[src/rtl/cpr_pkg.sv]
// Shared widths and constants for the prime counter.
package cpr_pkg;

  localparam int FIELD_WIDTH = 16;
  localparam int VALUE_WIDTH = 16;
  localparam int COUNT_WIDTH = 17;
  localparam int STEP_WIDTH  = $clog2(VALUE_WIDTH + 1);

  typedef logic [FIELD_WIDTH-1:0] field_t;
  typedef logic [VALUE_WIDTH-1:0] value_t;
  typedef logic [VALUE_WIDTH:0]   square_t;
  typedef logic [COUNT_WIDTH-1:0] count_t;
  typedef logic [STEP_WIDTH-1:0]  step_t;

  localparam value_t PRIME_MIN = value_t'(2);
  localparam count_t COUNT_MAX = {COUNT_WIDTH{1'b1}};

endpackage

[src/rtl/cpr_rem_unit.sv]
// Restoring remainder unit: one quotient bit per cycle.
module cpr_rem_unit (
  input  logic            clk,
  input  logic            rst,
  input  logic            start,
  input  cpr_pkg::value_t dividend,
  input  cpr_pkg::value_t divisor,
  output logic            done,
  output cpr_pkg::value_t remainder
);
  import cpr_pkg::*;

  logic   busy;
  step_t  steps;
  value_t shreg;
  value_t dvs;
  value_t rem;

  logic [VALUE_WIDTH:0] trial;
  logic                 fits;

  assign trial = {rem, shreg[VALUE_WIDTH-1]};
  assign fits  = trial >= {1'b0, dvs};

  always_ff @(posedge clk) begin
    if (rst) begin
      busy <= 1'b0;
      done <= 1'b0;
    end else begin
      done <= 1'b0;
      if (start) begin
        busy  <= 1'b1;
        steps <= step_t'(VALUE_WIDTH);
        shreg <= dividend;
        dvs   <= divisor;
        rem   <= '0;
      end else if (busy) begin
        shreg <= {shreg[VALUE_WIDTH-2:0], 1'b0};
        steps <= steps - step_t'(1);
        if (fits) begin
          rem <= value_t'(trial - {1'b0, dvs});
        end else begin
          rem <= trial[VALUE_WIDTH-1:0];
        end
        if (steps == step_t'(1)) begin
          busy <= 1'b0;
          done <= 1'b1;
        end
      end
    end
  end

  assign remainder = rem;

endmodule

[src/rtl/count_primes_in_range.sv]
// Prime counter over an inclusive range, trial division with a shared remainder unit.
//
//   channel | beat fields              | handshake
//   --------+--------------------------+----------------------
//   in      | range_start, range_stop  | in_valid / in_ready
//   out     | prime_count              | out_valid / out_ready
//
// Steps: a trial divisor is a start in TRIAL, the remainder steps, a check in WAIT; a
//   number also passes TEST and ADVANCE, and TRIAL again when prime; a range adds the
//   accept and FINISH. The remainder unit, the only arithmetic loop, sets the total.
// Reset: rst (synchronous) returns the sequencer to idle and drops out_valid.
// Stalls: a result waits in the output register; the next range is taken
//   while it waits, and a finished count waits only if the register is full.
module count_primes_in_range (
  input  logic            clk,
  input  logic            rst,
  input  logic            in_valid,
  output logic            in_ready,
  input  cpr_pkg::field_t range_start,
  input  cpr_pkg::field_t range_stop,
  output logic            out_valid,
  input  logic            out_ready,
  output cpr_pkg::count_t prime_count
);
  import cpr_pkg::*;

  typedef enum logic [2:0] {
    ST_IDLE,
    ST_TEST,
    ST_TRIAL,
    ST_WAIT,
    ST_ADVANCE,
    ST_FINISH
  } state_t;

  state_t  state;
  value_t  candidate;
  value_t  last;
  value_t  trial_divisor;
  square_t divisor_sq;
  count_t  running_count;

  logic    rem_start;
  logic    rem_done;
  value_t  partial_remainder;

  assign in_ready  = (state == ST_IDLE);
  assign rem_start = (state == ST_TRIAL) && (divisor_sq <= {1'b0, candidate});

  cpr_rem_unit u_rem (
    .clk       (clk),
    .rst       (rst),
    .start     (rem_start),
    .dividend  (candidate),
    .divisor   (trial_divisor),
    .done      (rem_done),
    .remainder (partial_remainder)
  );

  always_ff @(posedge clk) begin
    if (rst) begin
      state     <= ST_IDLE;
      out_valid <= 1'b0;
    end else begin
      // in FINISH the output register is reloaded below
      if (out_valid && out_ready && state != ST_FINISH) begin
        out_valid <= 1'b0;
      end
      case (state)
        ST_IDLE: begin
          if (in_valid) begin
            candidate     <= value_t'(range_start);
            last          <= value_t'(range_stop);
            running_count <= '0;
            if (value_t'(range_start) > value_t'(range_stop)) begin
              state <= ST_FINISH;
            end else begin
              state <= ST_TEST;
            end
          end
        end
        ST_TEST: begin
          if (candidate < PRIME_MIN) begin
            state <= ST_ADVANCE;
          end else begin
            trial_divisor <= PRIME_MIN;
            divisor_sq    <= square_t'(4);
            state         <= ST_TRIAL;
          end
        end
        ST_TRIAL: begin
          if (rem_start) begin
            state <= ST_WAIT;
          end else begin
            // no divisor up to the root: prime
            if (running_count != COUNT_MAX) begin
              running_count <= running_count + count_t'(1);
            end
            state <= ST_ADVANCE;
          end
        end
        ST_WAIT: begin
          if (rem_done) begin
            if (partial_remainder == '0) begin
              state <= ST_ADVANCE;
            end else begin
              // (d+1)^2 = d^2 + 2d + 1
              divisor_sq    <= divisor_sq + {trial_divisor, 1'b1};
              trial_divisor <= trial_divisor + value_t'(1);
              state         <= ST_TRIAL;
            end
          end
        end
        ST_ADVANCE: begin
          if (candidate == last) begin
            state <= ST_FINISH;
          end else begin
            candidate <= candidate + value_t'(1);
            state     <= ST_TEST;
          end
        end
        ST_FINISH: begin
          if (!out_valid || out_ready) begin
            prime_count <= running_count;
            out_valid   <= 1'b1;
            state       <= ST_IDLE;
          end
        end
        default: state <= ST_IDLE;
      endcase
    end
  end

  a_accept_leaves_idle: assert property (@(posedge clk) disable iff (rst)
    in_valid && in_ready |=> state != ST_IDLE)
    else $error("accepted beat did not start a walk");

  a_done_only_waiting: assert property (@(posedge clk) disable iff (rst)
    rem_done |-> state == ST_WAIT)
    else $error("remainder done outside wait");

  a_divisor_min: assert property (@(posedge clk) disable iff (rst)
    rem_start |-> trial_divisor >= PRIME_MIN && candidate >= PRIME_MIN)
    else $error("trial division with bad operands");

  a_finish_loads: assert property (@(posedge clk) disable iff (rst)
    state == ST_FINISH && (!out_valid || out_ready) |=> out_valid && state == ST_IDLE)
    else $error("finished count not loaded");

endmodule

[config.mk]
export PLATFORM = sky130hd
export DESIGN_NAME = count_primes_in_range
export DESIGN_NICKNAME = d
export VERILOG_FILES = /design/src/rtl/cpr_pkg.sv /design/src/rtl/cpr_rem_unit.sv /design/src/rtl/count_primes_in_range.sv
export SDC_FILE = /design/constraint.sdc
export NUM_CORES = 1
export LEC_CHECK = 0
export ABC_AREA = 1
export BUFFER_PORTS_ARGS = -buffer_cell sky130_fd_sc_hd__buf_2
export CORE_ASPECT_RATIO = 1.4
export CORE_MARGIN = 2
export CORE_UTILIZATION = 33
export DETAILED_ROUTE_END_ITERATION = 10
export PLACE_DENSITY = 0.46
export SLEW_MARGIN = 20
export SYNTH_ARGS = -nofsm -noshare
export SYNTH_HDL_FRONTEND = slang
export SYNTH_SLANG_ARGS = --single-unit
export TNS_END_PERCENT = 10
[constraint.sdc]
create_clock -name clk -period 6.94 [get_ports clk]
set_clock_uncertainty 0.15 [all_clocks]
set_input_delay 1.041 -clock clk [delete_from_list [all_inputs] [get_ports clk]]
set_output_delay 1.041 -clock clk [all_outputs]
set_load 0.05 [all_outputs]
==> results_dict.tcl <==
set metrics [dict create \
    layout_common_cells "nand2_1 (252), inv_1 (173), edfxtp_1 (152)" \
    hold_viol 0 \
    yosys.area.top_type "edfxtp_1" \
    syn-num-nets 1219 \
    cts_setup_buffers 0 \
    final_common_cell "nand2_1" \
    hpwl_mm 18.4 \
    grt_max_degree 34 \
    drive_gt1_share_pct 11.2 \
    antenna_found_initial 0 \
    crit_slowest_cell "o21ai_4" \
    drt-wirelength-per-cell_um 15.1 \
    port_buffers 54 \
    syn_to_final_growth_pct 13.8 \
    start_kind "flip-flop" \
    clk_pin_slew_worst_paths_ns 0.07 \
    die_w_um 149 \
    r2r_cells 10 \
    status "finished clean" \
    maxCapViolCount 0 \
    post_cts_resized 0 \
    cts.path.max_buffers 2 \
    ys_warn_count 0 \
    core-area_um2 29000 \
    ys_ff_latch 158 \
    post-place-cells 1541 \
    relSlewSlack_pct 44.4 \
    seq_area_frac_synth_pct 48.4 \
    dr_total_vias 7395 \
    cts_sinks 158 \
    regToRegSetupSlack_ns 3.73 \
    drv_slew 0 \
    r2r-end "u_rem.remainder[9]" \
    fin_tns_setup_ns 0 \
    fmax_ghz 0.311 \
    synth_top_area_share_pct 47.2 \
    critPathMaxStageDelay_ns 0.62 \
    drt_pass1_iterations 4 \
    power.density_nw_per_um2 267 \
    grt_use_total_pct 16.2 \
    grt_pass1_wl_mm 38.2 \
    hold_start "running_count[15]" \
    rr_startpoint "candidate[10]" \
    crit_top_cell "nand2_1" \
    rsz0062_at_grt "no" \
    n_antenna_cell 0 \
    drt_wl_total_mm 23.7 \
    dieArea_um2 30700 \
    cts_tree "yes" \
    fin_nets 1287 \
    hold_depth 0 \
    min_to "prime_count[15]" \
    grt_pass1_vias 7468 \
    start_util_pct 33.4 \
    setup_viol 0 \
    finalCriticalPeriod_ns 3.21 \
    arrival_ns 3.17 \
    fin_crit_sh_pct 46.3 \
    path_cells "inv_1 > ha_1 > nand2_1 > nor2_1 > nand3_1 > nand3b_1 > nand2_1 > nand2_2 > o21ai_4 > buf_4" \
    avgSynthCellArea_um2 8.70 \
    worst_pin_slew_ns 0.834 \
    synth_area_leaders "edfxtp_1 (47%), nand2_1 (9.8%), ha_1 (8.9%), inv_1 (6.7%), nor2_1 (4.5%)" \
    ys_types 50 \
    via_per_inst 4.70 \
    total_power_mw 2.94 \
    io_pins 55 \
    first_iter_violations 305 \
    cts_hold_buf 0 \
    syn_inst 1112 \
    grt-ovfl-total 0 \
    nFillCells 3036 \
    syn_area_um2 9670 \
    cellLeakagePower_nw 4.93 \
    worstSetupPathType "reg -> reg" \
    ir_drop_mv 0.172 \
    hold_class "reg -> reg" \
    required_ns 6.90 \
    die_y_um 207 \
    antenna_left 0 \
    cts_root_buf "clkbuf_16" \
    htreeDepth 4 \
    place.gp.congestion 0.801 \
    stdcell_count 1573 \
    worstPathMaxFanout 21 \
    post-route-drc-count 0 \
    cts_made_buffers 17 \
    crit_path_end_kind "flip-flop" \
    row_count 74 \
    clock_latency_ns 0.44 \
]
-- cell families (layout without fill, tap and decap cells) --
family | Yosys count | count (layout) | share of synthesized area, %
AO/OA/AOI/OAI | 170 | 170 | 10.0
XOR/XNOR | 26 | 26 | 2.35
adder cells (fa/ha/maj) | 71 | 71 | 9.34
buffers and inverters | 193 | 274 | 7.84
flip-flops | 158 | 158 | 48.4
AND/OR/NAND/NOR | 494 | 494 | 22.0
-- where the power goes --
part	leakage [nW]	switching [mW]	internal [mW]	total, mW
logic	3.21	0.499	0.229	0.728
registers	1.45	0.0893	1.20	1.29
clock network	0.281	0.446	0.478	0.924
-- cell usage after synthesis (all sizes together) --
cell type,n
o22ai,1
clkinv,1
a21boi,3
fa,2
xnor2,9
or2,3
nor4,3
a221oi,1
a22oi,1
inv,175
buf,10
a311oi,1
a21oi,74
a21o,10
o31ai,1
xor2,17
nand4,13
nand3,54
a31oi,7
o311ai,1
o211ai,1
nand3b,7
dfxtp,6
o21ai,62
clkbuf,7
o21a,5
and2,1
nor2,121
a211oi,1
nand2,260
edfxtp,152
o2111ai,1
nor3b,3
nor3,29
ha,69
-- how the worst max path moves through the flow --
stage / endpoint / startpoint / cells past startpoint
floorplan: u_rem.remainder[0] / candidate[7] / 10
global placement: u_rem.remainder[13] / candidate[13] / 9
detailed placement: u_rem.remainder[13] / candidate[10] / 10
CTS: u_rem.remainder[9] / candidate[13] / 9
finish: u_rem.remainder[9] / candidate[10] / 10
global route: u_rem.remainder[9] / candidate[10] / 10
-- metrics by stage --
stage          setup slack, ns  util, %  cell area, µm²  hold slack [ns]
3_3_place_gp              3.72     36.0           10400            0.282
2_1_floorplan             2.11        -            9670            0.276
6_report                  3.73     38.0           11000            0.300
3_5_place_dp              3.65     36.0           10400            0.286
4_1_cts                   3.65     38.0           11000            0.303
5_1_grt                   3.44     38.0           11000            0.327
-- area by class of cell --
type                       count  area (µm²)  area share (%)
sequential                   158        4680            42.6
multi-input combinational    761        4260            38.7
inverter                     176         661            6.00
tap                          380         475            4.32
clock buffer                  17         425            3.86
timing repair buffer          66         360            3.27
clock inverter                15         141            1.28
-- registers in the layout, indices dropped and copies added, names as in the netlist --
signal,count
state,3
out_valid,1
u_rem.steps,5
last,16
trial_divisor,16
u_rem.dvs,16
prime_count,17
u_rem.done,1
u_rem.shreg,16
u_rem.remainder,16
divisor_sq,17
candidate,16
running_count,17
u_rem.busy,1
-- routing by layer --
layer	vias up	global-route usage, %	share of wire [%]
met5	-	0	0
met4	0	6.43	2.7
li1	3853	-	-
met1	3430	17.1	40
met3	27	2.79	2.2
met2	85	31.8	55
-- critical path: cells and delay by family (launching register included) --
family	cells	cell delay, ns
simple gates	6	0.74
buf+inv	2	0.56
fa+ha+maj	1	0.32
flops	1	0.47
compound gates	1	0.62
(Power assumes the default switching activity.)
